File: src/rtl/rlrg_pkg.sv
// Shared types, constants and the control store of the random level ramp generator.
// Used by every module in rtl/; depends on nothing else.
`timescale 1ns / 1ps

package rlrg_pkg;

	localparam int LINES     = 4;
	localparam int LINE_W    = 2;
	localparam int LVL_W     = 7;
	localparam int RAND_W    = 16;
	localparam int ACC_W     = 8;
	localparam int NOTE_W    = 8;
	localparam int CHAN_W    = 4;
	localparam int UPC_W     = 4;
	localparam int ITER_W    = 5;
	localparam int MOD_ITERS = RAND_W;
	localparam int DIV_ITERS = LVL_W;
	localparam int ADDR_W    = 5;
	localparam int DATA_W    = 32;
	localparam int IN_DATA_W  = 40;
	localparam int OUT_DATA_W = 24;
	localparam int OUT_USER_W = 2;

	localparam logic [LVL_W-1:0]  RST_NOTE_BASE  = 7'd60;
	localparam logic [CHAN_W-1:0] RST_CHANNEL    = 4'd0;
	localparam logic [LVL_W-1:0]  RST_MIN_BRIGHT = 7'd0;
	localparam logic [LVL_W-1:0]  RST_MAX_BRIGHT = 7'd127;
	localparam logic [LVL_W-1:0]  RST_MIN_TIME   = 7'd1;
	localparam logic [LVL_W-1:0]  RST_MAX_TIME   = 7'd32;

	typedef enum logic [2:0] {
		REG_NOTE_BASE  = 3'd0,
		REG_CHANNEL    = 3'd1,
		REG_MIN_BRIGHT = 3'd2,
		REG_MAX_BRIGHT = 3'd3,
		REG_MIN_TIME   = 3'd4,
		REG_MAX_TIME   = 3'd5
	} reg_idx_t;

	typedef enum logic [2:0] {
		UOP_NOP,
		UOP_LATCH,
		UOP_MOD_LOAD,
		UOP_DIV_ITER,
		UOP_PICK,
		UOP_COMMIT,
		UOP_STEP,
		UOP_NULL
	} uop_t;

	typedef enum logic [2:0] {
		COND_NEVER,
		COND_WAIT_IN,
		COND_BAD_LINE,
		COND_STEPS_LEFT,
		COND_ITER_MORE,
		COND_OUT_BUSY
	} cond_t;

	typedef struct packed {
		uop_t             uop;
		cond_t            cond;
		logic [UPC_W-1:0] target;
		logic             last;
	} uword_t;

	typedef struct packed {
		logic in_valid;
		logic bad_line;
		logic steps_nz;
		logic iter_more;
		logic out_busy;
	} seq_status_t;

	typedef struct packed {
		uop_t uop;
		logic go;
		logic in_ready;
	} seq_ctrl_t;

	typedef struct packed {
		logic [LVL_W-1:0]  note_base;
		logic [CHAN_W-1:0] midi_channel;
		logic [LVL_W-1:0]  min_bright;
		logic [LVL_W-1:0]  max_bright;
		logic [LVL_W-1:0]  min_time;
		logic [LVL_W-1:0]  max_time;
	} cfg_t;

	typedef struct packed {
		logic [LINE_W-1:0] line_out;
		logic [NOTE_W-1:0] note;
		logic [CHAN_W-1:0] channel;
		logic [LVL_W-1:0]  level;
		logic              changed;
		logic              restarted;
	} result_t;

	// Program addresses.
	localparam logic [UPC_W-1:0] PC_IDLE     = 4'd0;
	localparam logic [UPC_W-1:0] PC_CHECK    = 4'd1;
	localparam logic [UPC_W-1:0] PC_DISPATCH = 4'd2;
	localparam logic [UPC_W-1:0] PC_MOD_LOAD = 4'd3;
	localparam logic [UPC_W-1:0] PC_MOD_LOOP = 4'd4;
	localparam logic [UPC_W-1:0] PC_PICK     = 4'd5;
	localparam logic [UPC_W-1:0] PC_DIV_LOOP = 4'd6;
	localparam logic [UPC_W-1:0] PC_COMMIT   = 4'd7;
	localparam logic [UPC_W-1:0] PC_STEP     = 4'd8;
	localparam logic [UPC_W-1:0] PC_NULL     = 4'd9;

	// The control store: a jump is taken when its condition holds, otherwise the
	// program falls through, or returns to idle on a word marked last.
	function automatic uword_t ucode_rom(input logic [UPC_W-1:0] pc);
		uword_t w;
		case (pc)
			PC_IDLE:     w = '{UOP_LATCH,    COND_WAIT_IN,    PC_IDLE,     1'b0};
			PC_CHECK:    w = '{UOP_NOP,      COND_BAD_LINE,   PC_NULL,     1'b0};
			PC_DISPATCH: w = '{UOP_NOP,      COND_STEPS_LEFT, PC_STEP,     1'b0};
			PC_MOD_LOAD: w = '{UOP_MOD_LOAD, COND_NEVER,      PC_IDLE,     1'b0};
			PC_MOD_LOOP: w = '{UOP_DIV_ITER, COND_ITER_MORE,  PC_MOD_LOOP, 1'b0};
			PC_PICK:     w = '{UOP_PICK,     COND_NEVER,      PC_IDLE,     1'b0};
			PC_DIV_LOOP: w = '{UOP_DIV_ITER, COND_ITER_MORE,  PC_DIV_LOOP, 1'b0};
			PC_COMMIT:   w = '{UOP_COMMIT,   COND_OUT_BUSY,   PC_COMMIT,   1'b1};
			PC_STEP:     w = '{UOP_STEP,     COND_OUT_BUSY,   PC_STEP,     1'b1};
			PC_NULL:     w = '{UOP_NULL,     COND_OUT_BUSY,   PC_NULL,     1'b1};
			default:     w = '{UOP_NOP,      COND_NEVER,      PC_IDLE,     1'b1};
		endcase
		return w;
	endfunction

endpackage

File: src/rtl/rlrg_divider.sv
// Bit-serial restoring divider: a 16-bit dividend by a 7-bit divisor, one bit per step.
// Depends on rlrg_pkg for widths.
`timescale 1ns / 1ps

module rlrg_divider (
	input  logic                            clk,
	input  logic                            load,
	input  logic                            iter,
	input  logic [rlrg_pkg::RAND_W-1:0]     dividend,
	input  logic [rlrg_pkg::LVL_W-1:0]      divisor,
	output logic [rlrg_pkg::RAND_W-1:0]     quot,
	output logic [rlrg_pkg::LVL_W-1:0]      rem
);

	logic [rlrg_pkg::RAND_W-1:0] shift_q;
	logic [rlrg_pkg::LVL_W-1:0]  rem_q;
	logic [rlrg_pkg::LVL_W-1:0]  divisor_q;
	logic [rlrg_pkg::LVL_W:0]    trial;
	logic                        fits;
	logic [rlrg_pkg::LVL_W:0]    diff;

	always_comb begin
		trial = {rem_q, shift_q[rlrg_pkg::RAND_W-1]};
		fits  = (trial >= {1'b0, divisor_q});
		diff  = trial - {1'b0, divisor_q};
	end

	// The partial remainder stays below the divisor, so seven bits hold it.
	always_ff @(posedge clk) begin
		if (load) begin
			shift_q   <= dividend;
			rem_q     <= '0;
			divisor_q <= divisor;
		end else if (iter) begin
			shift_q <= {shift_q[rlrg_pkg::RAND_W-2:0], fits};
			rem_q   <= fits ? diff[rlrg_pkg::LVL_W-1:0] : trial[rlrg_pkg::LVL_W-1:0];
		end
	end

	assign quot = shift_q;
	assign rem  = rem_q;

endmodule

File: src/rtl/rlrg_sequencer.sv
// Microprogram sequencer: step counter, control store lookup and conditional jumps.
// Depends on rlrg_pkg for the control word, status and control types.
`timescale 1ns / 1ps

module rlrg_sequencer (
	input  logic                  clk,
	input  logic                  arst_n,
	input  rlrg_pkg::seq_status_t status,
	output rlrg_pkg::seq_ctrl_t   ctrl
);

	logic [rlrg_pkg::UPC_W-1:0] upc_q;
	logic [rlrg_pkg::UPC_W-1:0] upc_next;
	rlrg_pkg::uword_t           word;
	logic                       jump;
	logic                       go;

	assign word = rlrg_pkg::ucode_rom(upc_q);

	always_comb begin
		case (word.cond)
			rlrg_pkg::COND_NEVER:      jump = 1'b0;
			rlrg_pkg::COND_WAIT_IN:    jump = !status.in_valid;
			rlrg_pkg::COND_BAD_LINE:   jump = status.bad_line;
			rlrg_pkg::COND_STEPS_LEFT: jump = status.steps_nz;
			rlrg_pkg::COND_ITER_MORE:  jump = status.iter_more;
			rlrg_pkg::COND_OUT_BUSY:   jump = status.out_busy;
			default:                   jump = 1'b0;
		endcase
	end

	// Next step.
	always_comb begin
		if (jump) begin
			upc_next = word.target;
		end else if (word.last) begin
			upc_next = rlrg_pkg::PC_IDLE;
		end else begin
			upc_next = upc_q + 1'b1;
		end
	end

	// Control outputs: a wait step acts only in the cycle it stops waiting.
	always_comb begin
		case (word.cond)
			rlrg_pkg::COND_WAIT_IN:  go = status.in_valid;
			rlrg_pkg::COND_OUT_BUSY: go = !status.out_busy;
			default:                 go = 1'b1;
		endcase
		ctrl.uop      = word.uop;
		ctrl.go       = go;
		ctrl.in_ready = (upc_q == rlrg_pkg::PC_IDLE);
	end

	always_ff @(posedge clk or negedge arst_n) begin
		if (!arst_n) begin
			upc_q <= rlrg_pkg::PC_IDLE;
		end else begin
			upc_q <= upc_next;
		end
	end

endmodule

File: src/rtl/rlrg_datapath.sv
// Datapath of the ramp generator: per-line ramp state, two serial dividers and step logic.
// Depends on rlrg_pkg and rlrg_divider; driven by rlrg_sequencer.
`timescale 1ns / 1ps

module rlrg_datapath (
	input  logic                            clk,
	input  logic                            arst_n,
	input  rlrg_pkg::seq_ctrl_t             ctrl,
	input  rlrg_pkg::cfg_t                  cfg,
	input  logic [rlrg_pkg::LINE_W-1:0]     in_line,
	input  logic [rlrg_pkg::RAND_W-1:0]     in_rand_dest,
	input  logic [rlrg_pkg::RAND_W-1:0]     in_rand_time,
	output logic                            bad_line,
	output logic                            steps_nz,
	output logic                            iter_more,
	output logic                            res_valid,
	output rlrg_pkg::result_t               res
);

	localparam int LVL_W = rlrg_pkg::LVL_W;
	localparam int ACC_W = rlrg_pkg::ACC_W;

	// Per-line state.
	logic [LVL_W-1:0] level_q  [rlrg_pkg::LINES];
	logic [LVL_W-1:0] target_q [rlrg_pkg::LINES];
	logic             rising_q [rlrg_pkg::LINES];
	logic [LVL_W-1:0] steps_q  [rlrg_pkg::LINES];
	logic [LVL_W-1:0] length_q [rlrg_pkg::LINES];
	logic [LVL_W-1:0] quot_q   [rlrg_pkg::LINES];
	logic [LVL_W-1:0] remd_q   [rlrg_pkg::LINES];
	logic [ACC_W-1:0] accum_q  [rlrg_pkg::LINES];

	// Item being worked on.
	logic [rlrg_pkg::LINE_W-1:0] line_q;
	logic [rlrg_pkg::RAND_W-1:0] rand_dest_q;
	logic [rlrg_pkg::RAND_W-1:0] rand_time_q;
	logic [LVL_W-1:0]            goal_q;
	logic [LVL_W-1:0]            len_q;
	logic                        rising_new_q;
	logic [rlrg_pkg::ITER_W-1:0] iter_q;

	logic [rlrg_pkg::RAND_W-1:0] dest_quot, time_quot;
	logic [LVL_W-1:0]            dest_rem, time_rem;
	logic [rlrg_pkg::RAND_W-1:0] dest_dividend;
	logic [LVL_W-1:0]            dest_divisor;
	logic                        div_load, div_iter;

	logic [LVL_W-1:0] span_b, span_t;
	logic [LVL_W-1:0] goal, len_new, goal_gap, old_target;
	logic [LVL_W-1:0] cur_level, stepped, next_level;
	logic [ACC_W:0]   acc_sum;
	logic             carry;
	logic [ACC_W-1:0] acc_next;
	logic [rlrg_pkg::NOTE_W-1:0] note;

	logic do_commit, do_step;

	always_comb begin
		span_b = (cfg.max_bright > cfg.min_bright) ? cfg.max_bright - cfg.min_bright : '0;
		span_t = (cfg.max_time > cfg.min_time) ? cfg.max_time - cfg.min_time : '0;
		goal    = (span_b == '0) ? cfg.min_bright : cfg.min_bright + dest_rem;
		len_new = (span_t == '0) ? cfg.min_time : cfg.min_time + time_rem;
		old_target = target_q[line_q];
		goal_gap = (goal > old_target) ? goal - old_target : old_target - goal;
	end

	// The target lane first reduces the random word, then divides the distance by the
	// new length; the distance is placed in the top bits so seven steps suffice.
	always_comb begin
		div_load = ctrl.go && (ctrl.uop == rlrg_pkg::UOP_MOD_LOAD ||
			ctrl.uop == rlrg_pkg::UOP_PICK);
		div_iter = ctrl.go && (ctrl.uop == rlrg_pkg::UOP_DIV_ITER);
		if (ctrl.uop == rlrg_pkg::UOP_MOD_LOAD) begin
			dest_dividend = rand_dest_q;
			dest_divisor  = span_b;
		end else begin
			dest_dividend = {goal_gap, {(rlrg_pkg::RAND_W - LVL_W){1'b0}}};
			dest_divisor  = len_new;
		end
	end

	rlrg_divider u_dest_div (
		.clk      (clk),
		.load     (div_load),
		.iter     (div_iter),
		.dividend (dest_dividend),
		.divisor  (dest_divisor),
		.quot     (dest_quot),
		.rem      (dest_rem)
	);

	rlrg_divider u_time_div (
		.clk      (clk),
		.load     (div_load && ctrl.uop == rlrg_pkg::UOP_MOD_LOAD),
		.iter     (div_iter),
		.dividend (rand_time_q),
		.divisor  (span_t),
		.quot     (time_quot),
		.rem      (time_rem)
	);

	// One Bresenham step.
	always_comb begin
		cur_level = level_q[line_q];
		stepped   = rising_q[line_q] ? cur_level + quot_q[line_q] : cur_level - quot_q[line_q];
		acc_sum   = {1'b0, accum_q[line_q]} + {{(ACC_W + 1 - LVL_W){1'b0}}, remd_q[line_q]};
		carry     = (acc_sum >= {{(ACC_W + 1 - LVL_W){1'b0}}, length_q[line_q]});
		if (carry) begin
			next_level = rising_q[line_q] ? stepped + 1'b1 : stepped - 1'b1;
			acc_next   = ACC_W'(acc_sum - {{(ACC_W + 1 - LVL_W){1'b0}}, length_q[line_q]});
		end else begin
			next_level = stepped;
			acc_next   = acc_sum[ACC_W-1:0];
		end
	end

	assign do_commit = ctrl.go && (ctrl.uop == rlrg_pkg::UOP_COMMIT);
	assign do_step   = ctrl.go && (ctrl.uop == rlrg_pkg::UOP_STEP);

	assign bad_line  = (int'(line_q) >= rlrg_pkg::LINES);
	assign steps_nz  = (steps_q[line_q] != '0);
	assign iter_more = (iter_q != rlrg_pkg::ITER_W'(1));

	always_ff @(posedge clk) begin
		if (ctrl.go && ctrl.uop == rlrg_pkg::UOP_LATCH) begin
			line_q      <= in_line;
			rand_dest_q <= in_rand_dest;
			rand_time_q <= in_rand_time;
		end
		if (ctrl.go && ctrl.uop == rlrg_pkg::UOP_MOD_LOAD) begin
			iter_q <= rlrg_pkg::ITER_W'(rlrg_pkg::MOD_ITERS);
		end else if (ctrl.go && ctrl.uop == rlrg_pkg::UOP_PICK) begin
			iter_q       <= rlrg_pkg::ITER_W'(rlrg_pkg::DIV_ITERS);
			goal_q       <= goal;
			len_q        <= len_new;
			rising_new_q <= (goal > old_target);
		end else if (div_iter) begin
			iter_q <= iter_q - 1'b1;
		end
	end

	always_ff @(posedge clk or negedge arst_n) begin
		if (!arst_n) begin
			for (int i = 0; i < rlrg_pkg::LINES; i++) begin
				level_q[i]  <= '0;
				target_q[i] <= '0;
				rising_q[i] <= 1'b0;
				steps_q[i]  <= '0;
				length_q[i] <= '0;
				quot_q[i]   <= '0;
				remd_q[i]   <= '0;
				accum_q[i]  <= '0;
			end
		end else if (do_commit) begin
			level_q[line_q]  <= old_target;
			target_q[line_q] <= goal_q;
			rising_q[line_q] <= rising_new_q;
			steps_q[line_q]  <= len_q;
			length_q[line_q] <= len_q;
			quot_q[line_q]   <= (len_q != '0) ? dest_quot[LVL_W-1:0] : '0;
			remd_q[line_q]   <= (len_q != '0) ? dest_rem : '0;
			accum_q[line_q]  <= '0;
		end else if (do_step) begin
			level_q[line_q] <= next_level;
			steps_q[line_q] <= steps_q[line_q] - 1'b1;
			accum_q[line_q] <= acc_next;
		end
	end

	always_comb begin
		note = {1'b0, cfg.note_base} + {{(rlrg_pkg::NOTE_W - rlrg_pkg::LINE_W){1'b0}}, line_q};
		res.line_out  = line_q;
		res.note      = note;
		res.channel   = cfg.midi_channel;
		res.level     = '0;
		res.changed   = 1'b0;
		res.restarted = 1'b0;
		case (ctrl.uop)
			rlrg_pkg::UOP_COMMIT: begin
				res.level     = old_target;
				res.restarted = 1'b1;
			end
			rlrg_pkg::UOP_STEP: begin
				res.level   = next_level;
				res.changed = (next_level != cur_level);
			end
			default: begin
				res.level = '0;
			end
		endcase
		res_valid = ctrl.go && (ctrl.uop == rlrg_pkg::UOP_COMMIT ||
			ctrl.uop == rlrg_pkg::UOP_STEP || ctrl.uop == rlrg_pkg::UOP_NULL);
	end

endmodule

File: src/rtl/random_level_ramp_generator.sv
// Top level of the random level ramp generator: register port, sequencer, datapath
// and output register. Depends on rlrg_pkg, rlrg_sequencer and rlrg_datapath.
`timescale 1ns / 1ps

// Each input item is a tick for one dimmer line and carries two random words. A line
// with steps left moves its level one Bresenham step toward its target; a line with
// no steps left starts a new ramp (random target and length from the bounds in the
// registers) and reports its old target as the level. Every item gives exactly one
// result item. A microprogram sequences the work one item at a time: a step tick
// passes through the check, dispatch and step words before its result reaches the
// result register; a restart tick instead runs two 16-step serial remainder passes
// side by side on the random words, then a 7-step serial division of the distance
// by the new length before its commit word; a result word waits while the output is full.
// After reset all lines are at level zero with no steps left, so the first tick of
// each line restarts it; no clearing pass is needed. The result register lets the
// next item be accepted while a result still waits to be taken. Registers are
// written over the APB port at byte addresses 4*i and should be changed only while
// the block is idle.
module random_level_ramp_generator (
	input  logic                                clk,
	input  logic                                arst_n,
	// Input items: line [1:0], rand_dest [17:2], rand_time [33:18], zero fill above.
	input  logic                                s_tvalid,
	output logic                                s_tready,
	input  logic [rlrg_pkg::IN_DATA_W-1:0]      s_tdata,
	// Result items: line_out [1:0], note [9:2], channel [13:10], level [20:14], zero fill.
	output logic                                m_tvalid,
	input  logic                                m_tready,
	output logic [rlrg_pkg::OUT_DATA_W-1:0]     m_tdata,
	// Result flags: changed [0], restarted [1].
	output logic [rlrg_pkg::OUT_USER_W-1:0]     m_tuser,
	// Register port.
	input  logic                                psel,
	input  logic                                penable,
	input  logic                                pwrite,
	input  logic [rlrg_pkg::ADDR_W-1:0]         paddr,
	input  logic [rlrg_pkg::DATA_W-1:0]         pwdata,
	output logic [rlrg_pkg::DATA_W-1:0]         prdata,
	output logic                                pready
);

	rlrg_pkg::cfg_t        cfg_q;
	rlrg_pkg::seq_status_t status;
	rlrg_pkg::seq_ctrl_t   ctrl;
	rlrg_pkg::result_t     res;
	rlrg_pkg::result_t     out_q;
	rlrg_pkg::reg_idx_t    reg_idx;
	logic                  out_valid_q;
	logic                  res_valid;
	logic                  bad_line, steps_nz, iter_more;
	logic                  cfg_write;

	// Register port: always ready, registers decoded on the word address.
	assign pready    = 1'b1;
	assign cfg_write = psel && penable && pwrite && pready;
	assign reg_idx   = rlrg_pkg::reg_idx_t'(paddr[rlrg_pkg::ADDR_W-1:2]);

	always_ff @(posedge clk or negedge arst_n) begin
		if (!arst_n) begin
			cfg_q.note_base    <= rlrg_pkg::RST_NOTE_BASE;
			cfg_q.midi_channel <= rlrg_pkg::RST_CHANNEL;
			cfg_q.min_bright   <= rlrg_pkg::RST_MIN_BRIGHT;
			cfg_q.max_bright   <= rlrg_pkg::RST_MAX_BRIGHT;
			cfg_q.min_time     <= rlrg_pkg::RST_MIN_TIME;
			cfg_q.max_time     <= rlrg_pkg::RST_MAX_TIME;
		end else if (cfg_write) begin
			case (reg_idx)
				rlrg_pkg::REG_NOTE_BASE:  cfg_q.note_base    <= pwdata[rlrg_pkg::LVL_W-1:0];
				rlrg_pkg::REG_CHANNEL:    cfg_q.midi_channel <= pwdata[rlrg_pkg::CHAN_W-1:0];
				rlrg_pkg::REG_MIN_BRIGHT: cfg_q.min_bright   <= pwdata[rlrg_pkg::LVL_W-1:0];
				rlrg_pkg::REG_MAX_BRIGHT: cfg_q.max_bright   <= pwdata[rlrg_pkg::LVL_W-1:0];
				rlrg_pkg::REG_MIN_TIME:   cfg_q.min_time     <= pwdata[rlrg_pkg::LVL_W-1:0];
				rlrg_pkg::REG_MAX_TIME:   cfg_q.max_time     <= pwdata[rlrg_pkg::LVL_W-1:0];
				default: begin
				end
			endcase
		end
	end

	always_comb begin
		case (reg_idx)
			rlrg_pkg::REG_NOTE_BASE:  prdata = rlrg_pkg::DATA_W'(cfg_q.note_base);
			rlrg_pkg::REG_CHANNEL:    prdata = rlrg_pkg::DATA_W'(cfg_q.midi_channel);
			rlrg_pkg::REG_MIN_BRIGHT: prdata = rlrg_pkg::DATA_W'(cfg_q.min_bright);
			rlrg_pkg::REG_MAX_BRIGHT: prdata = rlrg_pkg::DATA_W'(cfg_q.max_bright);
			rlrg_pkg::REG_MIN_TIME:   prdata = rlrg_pkg::DATA_W'(cfg_q.min_time);
			rlrg_pkg::REG_MAX_TIME:   prdata = rlrg_pkg::DATA_W'(cfg_q.max_time);
			default:                  prdata = '0;
		endcase
	end

	// The sequencer waits on a result step while the output register still holds an
	// item that the downstream side has not taken in this cycle.
	always_comb begin
		status.in_valid  = s_tvalid;
		status.bad_line  = bad_line;
		status.steps_nz  = steps_nz;
		status.iter_more = iter_more;
		status.out_busy  = out_valid_q && !m_tready;
	end

	rlrg_sequencer u_seq (
		.clk    (clk),
		.arst_n (arst_n),
		.status (status),
		.ctrl   (ctrl)
	);

	assign s_tready = ctrl.in_ready;

	rlrg_datapath u_dp (
		.clk          (clk),
		.arst_n       (arst_n),
		.ctrl         (ctrl),
		.cfg          (cfg_q),
		.in_line      (s_tdata[1:0]),
		.in_rand_dest (s_tdata[17:2]),
		.in_rand_time (s_tdata[33:18]),
		.bad_line     (bad_line),
		.steps_nz     (steps_nz),
		.iter_more    (iter_more),
		.res_valid    (res_valid),
		.res          (res)
	);

	// Output register.
	always_ff @(posedge clk or negedge arst_n) begin
		if (!arst_n) begin
			out_valid_q <= 1'b0;
		end else if (res_valid) begin
			out_valid_q <= 1'b1;
		end else if (m_tready) begin
			out_valid_q <= 1'b0;
		end
	end

	always_ff @(posedge clk) begin
		if (res_valid) begin
			out_q <= res;
		end
	end

	assign m_tvalid = out_valid_q;
	assign m_tdata  = {3'b000, out_q.level, out_q.channel, out_q.note, out_q.line_out};
	assign m_tuser  = {out_q.restarted, out_q.changed};

endmodule
File: config.mk
export PLATFORM = sky130hd
export DESIGN_NAME = random_level_ramp_generator
export DESIGN_NICKNAME = d
export VERILOG_FILES = /design/src/rtl/rlrg_pkg.sv /design/src/rtl/rlrg_divider.sv /design/src/rtl/rlrg_sequencer.sv /design/src/rtl/rlrg_datapath.sv /design/src/rtl/random_level_ramp_generator.sv
export SDC_FILE = /design/constraint.sdc
export NUM_CORES = 1
export LEC_CHECK = 0
export BUFFER_PORTS_ARGS = -buffer_cell sky130_fd_sc_hd__buf_2
export CORE_MARGIN = 2
export CORE_UTILIZATION = 45
export DETAILED_ROUTE_END_ITERATION = 10
export PLACE_DENSITY = 0.71
export SYNTH_ARGS = -nofsm -noshare
export SYNTH_HDL_FRONTEND = slang
export SYNTH_SLANG_ARGS = --single-unit
export TNS_END_PERCENT = 30
File: constraint.sdc
create_clock -name clk -period 8.3 [get_ports clk]
set_input_delay 1.66 -clock clk [delete_from_list [all_inputs] [get_ports clk]]
set_output_delay 1.66 -clock clk [all_outputs]
set_load 0.05 [all_outputs]
==> results of run 1 <==
-- flip-flops by register name, indices dropped and copies added (netlist names), 16 cells and up --
name	count
cfg_q	39
u_dp.accum_q	32
u_dp.length_q	28
u_dp.level_q	28
u_dp.quot_q	28
u_dp.remd_q	28
u_dp.steps_q	28
u_dp.target_q	28
m_tdata	21
u_dp.rand_dest_q	16
u_dp.rand_time_q	16
u_dp.u_dest_div.quot	16
u_dp.u_time_div.quot	16
-- per-layer routing --
| metal | vias up | routed length [um] |
|---|---|---|
| li1 | 7239 | - |
| met1 | 7700 | 22200 |
| met2 | 576 | 25800 |
| met3 | 107 | 3550 |
| met4 | 0 | 1550 |
| met5 | - | 0 |
-- worst max-delay path, stage by stage, from the launching register on --
cell	delay, ns
dfstp_2	0.53
inv_1	0.08
ha_1	0.22
fa_1	0.41
nor2b_1	0.22
o21ai_0	0.13
a311o_1	0.38
o41ai_4	0.82
mux2_2	0.42
ha_1	0.42
and4_1	0.25
nand4_1	0.11
nand3_1	0.10
a21o_1	0.10
and2_1	0.43
inv_1	0.22
mux2i_1	0.33
nor2_1	0.11
o31a_1	0.29
o31ai_1	0.29
-- placed cells by master, fill, tap and decap left out, drive strengths merged, types with 14 or more instances in the layout --
cell	count
nor2b	27
a22o	17
nand3	56
conb	29
nor3	23
inv	101
mux2i	32
a21o	24
a22oi	21
clkbuf	67
and3	14
nand2b	17
o211ai	25
edfxtp	118
mux4	49
nand2	380
buf	102
dfrtp	235
mux2	59
xnor2	38
o21ai	201
nor2	89
ha	88
xor2	29
a21oi	79
dfxtp	19
-- through the flow --
stage | area (sq um) | setup WS, ns
floorplan | 20900 | 2.09
global placement | 21700 | 2.36
detailed placement | 21700 | 2.30
CTS | 23000 | 2.29
global route | 23000 | 1.88
finish | 23000 | 2.24
-- layout make-up --
class	instances	share of cell area
clock buffers	67	0.0551
clock inverters	10	0.00342
inverters	102	0.0166
multi-input cells	1447	0.426
flip-flops and latches	385	0.440
well taps	600	0.0326
repair buffers	102	0.0259
-- cell usage after synthesis (4+ instances only) --
library cell	number
a211oi_1	11
buf_2	20
o22ai_1	13
a21oi_1	79
nand4_1	11
nand3_1	56
dfxtp_1	19
ha_1	88
xor2_1	29
mux2_2	59
edfxtp_1	118
nor3b_1	4
nor3_1	23
a21boi_0	6
buf_1	5
a21o_1	24
fa_1	11
nand2_1	380
a22o_1	17
mux4_2	49
and3_1	14
dfrtp_1	235
a22oi_1	21
or2_2	8
o211ai_1	25
xnor2_1	38
nand2b_1	17
or3b_2	4
o221ai_1	4
nor2b_1	27
buf_4	29
and2_1	8
o31ai_1	4
o21bai_1	6
clkbuf_1	73
inv_1	101
a31oi_1	5
mux2i_1	31
nor2_1	89
or3_1	5
o21ai_0	200
dfstp_2	13
-- how the worst min path moves through the flow --
stage,to,start,depth (start not counted)
3_5_place_dp,u_dp.rising_q[1],u_dp.rising_q[1],2
4_1_cts,u_dp.rising_q[1],u_dp.rising_q[1],2
3_3_place_gp,u_dp.length_q[9],u_dp.length_q[9],2
2_1_floorplan,m_tdata[12],cfg_q[30],0
6_report,u_dp.target_q[7],u_dp.target_q[7],2
5_1_grt,m_tdata[12],cfg_q[30],0
-- logic make-up after synthesis --
kind of cell / Yosys count / share of synthesized area
adders and majority gates: 99 / 0.0634
xor gates and xnor gates: 67 / 0.0282
muxes: 140 / 0.100
and+or+nand+nor: 661 / 0.140
buffers and inverters: 230 / 0.0479
other: 2 / 0.000361
DFF: 385 / 0.487
AOI/OAI and AO/OA: 451 / 0.133
==> results.sh, run 1 <==
export IMPL_outcome="completed"
export IMPL_ctsResizeCount=0
export IMPL_drive_above_1_share=0.144
export IMPL_async_reset_ff_frac=0.644
export IMPL_tns_ns=0
export IMPL_ant_nets=0
export IMPL_cts_buffers=42
export IMPL_io_buffers=82
export IMPL_setup_violations=0
export IMPL_fin_skew_ns=0.0222
export IMPL_syn_cell_area_sq_um=20800
export IMPL_clock_latency_ns=0.58
export IMPL_cts_hold_buf=0
export IMPL_grt_ovfl_total=0
export IMPL_wl_um=53100
export IMPL_synth_area_leaders="dfrtp_1, edfxtp_1, nand2_1"
export IMPL_crit_start="cfg_q[14]"
export IMPL_core_area_sq_um=45600
export IMPL_cts_root_buffer="clkbuf_16"
export IMPL_vias=15600
export IMPL_start_util=0.457
export IMPL_ys_seq_area_frac=0.487
export IMPL_min_path_type="flop to flop"
export IMPL_critPathArrivalTime_ns=6.42
export IMPL_slew_violations=0
export IMPL_hpwl_um=36300
export IMPL_utilization=0.505
export IMPL_cts_tree="yes"
export IMPL_finalCritPeriodShare=0.730
export IMPL_yosysUniqueCellTypes=78
export IMPL_rr_worst_depth=19
export IMPL_maxCapViolations=0
export IMPL_multiInputGateArea_sq_um=9810
export IMPL_fin_cells=2713
export IMPL_route_detailed_drc=0
export IMPL_ys_seq_elements=385
export IMPL_gr_usage_met2=0.373
export IMPL_yosys_warnings=0
export IMPL_rows=78
export IMPL_critPathKind="flop to flop"
export IMPL_slew_headroom=0.163
export IMPL_critical_path_max_fanout=15
export IMPL_hold_violations=0
export IMPL_diodes=0
export IMPL_grt_usage=0.222
export IMPL_use_met1=0.285
export IMPL_fill_cells=4079
export IMPL_synth_edf_count=118
export IMPL_cts_sinks=385
export IMPL_htreeDepth=2
export IMPL_io_pins=145
export IMPL_cts_setup_buffers=0
export IMPL_die_area_sq_um=48000
export IMPL_fin_nets=2263
export IMPL_area_growth_pct=10.6
export IMPL_fin_crit_ns=6.06
export IMPL_grt_pass1_wl_um=83600
export IMPL_clk_pin_slew_ns=0.06
export IMPL_first_iter_violations=1211
export IMPL_place_gp_congestion=0.899
export IMPL_ys_flop_type="dfrtp_1"
export IMPL_worstReg2RegEnd="u_dp.u_dest_div.quot[15]"
export IMPL_firstDrtPassIters=5
export IMPL_fmax_mhz=165
export IMPL_antenna_found_initial=0
export IMPL_grt_pass1_vias=15500
export IMPL_syn_instance_count=2035
export IMPL_rsz0062_at_grt="false"
export IMPL_reg2reg_from="cfg_q[14]"
export IMPL_syn_mean_instance_area_sq_um=10.2
export IMPL_die_x_um=219
export IMPL_avgViaCountPerCell=5.76
export IMPL_globalRoute_busiestLayer="met2"
export IMPL_regArea_sq_um=10100
export IMPL_cts_buffer_depth=3
export IMPL_critPathRequiredTime_ns=8.66
export IMPL_synth_area_leader_cell="dfrtp_1"
export IMPL_reg2reg_slack_ns=2.24
export IMPL_synth_top_area_share=0.282
export IMPL_grt_max_degree=116
export IMPL_dpl_cell_count=2636
export IMPL_tightestPinTransition_ns=1.25
export IMPL_wl_per_cell_um=19.6
export IMPL_fin_hold_ws_ns=0.470
export IMPL_critical_path_endpoint="u_dp.u_dest_div.quot[15]"
export IMPL_start_kind="flop"
export IMPL_grtUsageMet3=0.0457
export IMPL_die_h_um=219
export IMPL_end_kind="flop"
Power of run 1 is left out: the tool's default activity adds up to more than one toggle a clock period on the data nets, which glitch-free logic cannot reach.
==> run 2: changes to the inputs <==
PLACE_DENSITY = 0.74   (was 0.71)
clock period = 5.3 ns   (was 8.3 ns; I/O delays follow)
==> results.sh, run 2 (same netlist as run 1, synthesis figures left out) <==
export IMPL_outcome="completed"
export IMPL_fin_cells=2761
export IMPL_top_regs="cfg_q (39), u_dp.accum_q (32)"
export IMPL_die_x_um=219
export IMPL_start_util=0.457
export IMPL_finalCritPeriodShare=0.949
export IMPL_utilization=0.517
export IMPL_grt_pass1_wl_um=86500
export IMPL_setup_violations=0
export IMPL_crit_start="u_dp.line_q[0]"
export IMPL_critical_path_max_fanout=7
export IMPL_min_delay_start="u_dp.length_q[3]"
export IMPL_largest_register="cfg_q"
export IMPL_drive_above_1_share=0.174
export IMPL_vias=15900
export IMPL_cts_tree="yes"
export IMPL_avgViaCountPerCell=5.74
export IMPL_place_gp_congestion=0.919
export IMPL_grt_pass1_vias=16100
export IMPL_io_buffers=82
export IMPL_tightestPinTransition_ns=1.15
export IMPL_rsz0062_at_grt="true"
export IMPL_first_iter_violations=1371
export IMPL_clk_pin_slew_ns=0.06
export IMPL_rows=78
export IMPL_wl_per_cell_um=19.5
export IMPL_largest_register_ff_count=39
export IMPL_fin_hold_ws_ns=0.475
export IMPL_top_layer_used="met4"
export IMPL_end_kind="flop"
export IMPL_hpwl_um=37300
export IMPL_cts_buffers=43
export IMPL_cp_cell_sequence="buf_12 -> mux4_2 -> inv_1 -> ha_1 -> mux2_2 -> fa_1 -> a211oi_1 -> nor2_1 -> xor2_1 -> ha_1 -> nor2b_1 -> a221oi_1 -> nand2_1 -> or2_2 -> a2111oi_2 -> nor2_1 -> a211oi_2 -> a31oi_1"
export IMPL_cp_slowest_cell="mux4_2"
export IMPL_fin_crit_ns=5.03
export IMPL_fin_nets=2310
export IMPL_cts_sinks=385
export IMPL_diodes=0
export IMPL_wl_met2_um=26200
export IMPL_grt_max_degree=123
export IMPL_htreeDepth=2
export IMPL_critPathRequiredTime_ns=5.59
export IMPL_cts_buffer_depth=3
export IMPL_min_path_type="flop to flop"
export IMPL_slowest_delay_ns=0.57
export IMPL_fmax_mhz=199
export IMPL_clock_latency_ns=0.57
export IMPL_route_detailed_drc=0
export IMPL_critPathArrivalTime_ns=5.32
export IMPL_antenna_found_initial=0
export IMPL_mostFrequentLayoutCell="nand2_1"
export IMPL_reg2reg_from="u_dp.line_q[0]"
export IMPL_wl_met1_um=21800
export IMPL_slew_headroom=0.229
export IMPL_cts_root_buffer="clkbuf_16"
export IMPL_wl_um=53700
export IMPL_slew_violations=0
export IMPL_ant_nets=0
export IMPL_cp_buffers_inverters=2
export IMPL_area_growth_pct=13.2
export IMPL_wl_met3_um=3640
export IMPL_crit_family="compound AO/OA/AOI/OAI gates"
export IMPL_grt_ovfl_total=0
export IMPL_final_cell_mix="nand2_1, dfrtp_1, o21ai_0"
export IMPL_dpl_cell_count=2678
export IMPL_firstDrtPassIters=7
export IMPL_die_h_um=219
export IMPL_hold_violations=0
export IMPL_grt_usage=0.229
export IMPL_maxCapViolations=0
export IMPL_core_area_sq_um=45600
export IMPL_die_area_sq_um=48000
export IMPL_fin_skew_ns=0.0232
export IMPL_critPathKind="flop to flop"
export IMPL_io_pins=145
export IMPL_start_kind="flop"
[run 2: changes by cell type in the layout (fill, tap and decap cells not counted), moves of 2 or more]
cell / change
bufinv_16: +2
clkinv_2: +4
buf_4: +44
clkinv_1: -2
a211oi_1: -3
clkbuf_8: +3
clkbuf_1: -7
a211oi_2: +3
mux2i_1: -2
[run 2: path summary, 6_finish.rpt]
path / endpoint / slack [ns] / cells after the start
worst min-delay path: u_dp.length_q[3] / 0.47 / 2
worst max-delay path: m_tuser[0] / 0.27 / 18
worst min register to register: u_dp.length_q[3] / 0.47 / 2
max in group asynchronous: u_dp.quot_q[16] / 3.55 / 2
worst max register to register: m_tuser[0] / 0.27 / 18
min in group asynchronous: u_dp.length_q[16] / 0.61 / 1
[run 2: worst register-to-register path: stages, from the launching register on]
cell	delay (ns)
edfxtp_1	0.40
buf_12	0.16
mux4_2	0.57
inv_1	0.11
ha_1	0.23
mux2_2	0.30
fa_1	0.45
a211oi_1	0.30
nor2_1	0.12
xor2_1	0.22
ha_1	0.28
nor2b_1	0.16
a221oi_1	0.27
nand2_1	0.12
or2_2	0.29
a2111oi_2	0.31
nor2_1	0.12
a211oi_2	0.20
a31oi_1	0.13
[run 2: area by class of cell]
cell class                 instances  area (sq um)
fill                            3986         22000
sequential                       385         10100
multi-input combinational       1447          9880
clock buffer                      64          1310
timing repair buffer             148           957
tap                              600           751
inverter                         102           383
clock inverter                    15           156
[run 2: timing repair]
item,in CTS,in global routing
cloned,0,0
gates resized for setup,1,16
endpoints found under the hold margin,0,0
hold buffers,0,0
endpoints found under the setup margin,1,9
pin swaps,0,1
setup buffers,0,4
[run 2: routing by layer]
layer	up-vias	track usage
met5	-	0
met4	0	0.0935
met1	7824	0.295
met3	128	0.0388
met2	565	0.385
li1	7341	-
[run 2: stage by stage]
| stage | cell area [sq um] | worst slack [ns] | setup TNS (ns) |
|---|---|---|---|
| 2_1_floorplan | 21000 | 0.00490 | 0 |
| 3_3_place_gp | 22000 | 0.0775 | 0 |
| 3_5_place_dp | 22000 | 0.000149 | 0 |
| 4_1_cts | 23500 | 0.0248 | 0 |
| 5_1_grt | 23600 | -0.0209 | -0.0209 |
| 6_report | 23600 | 0.268 | 0 |
Power of run 2 is left out for the same reason.
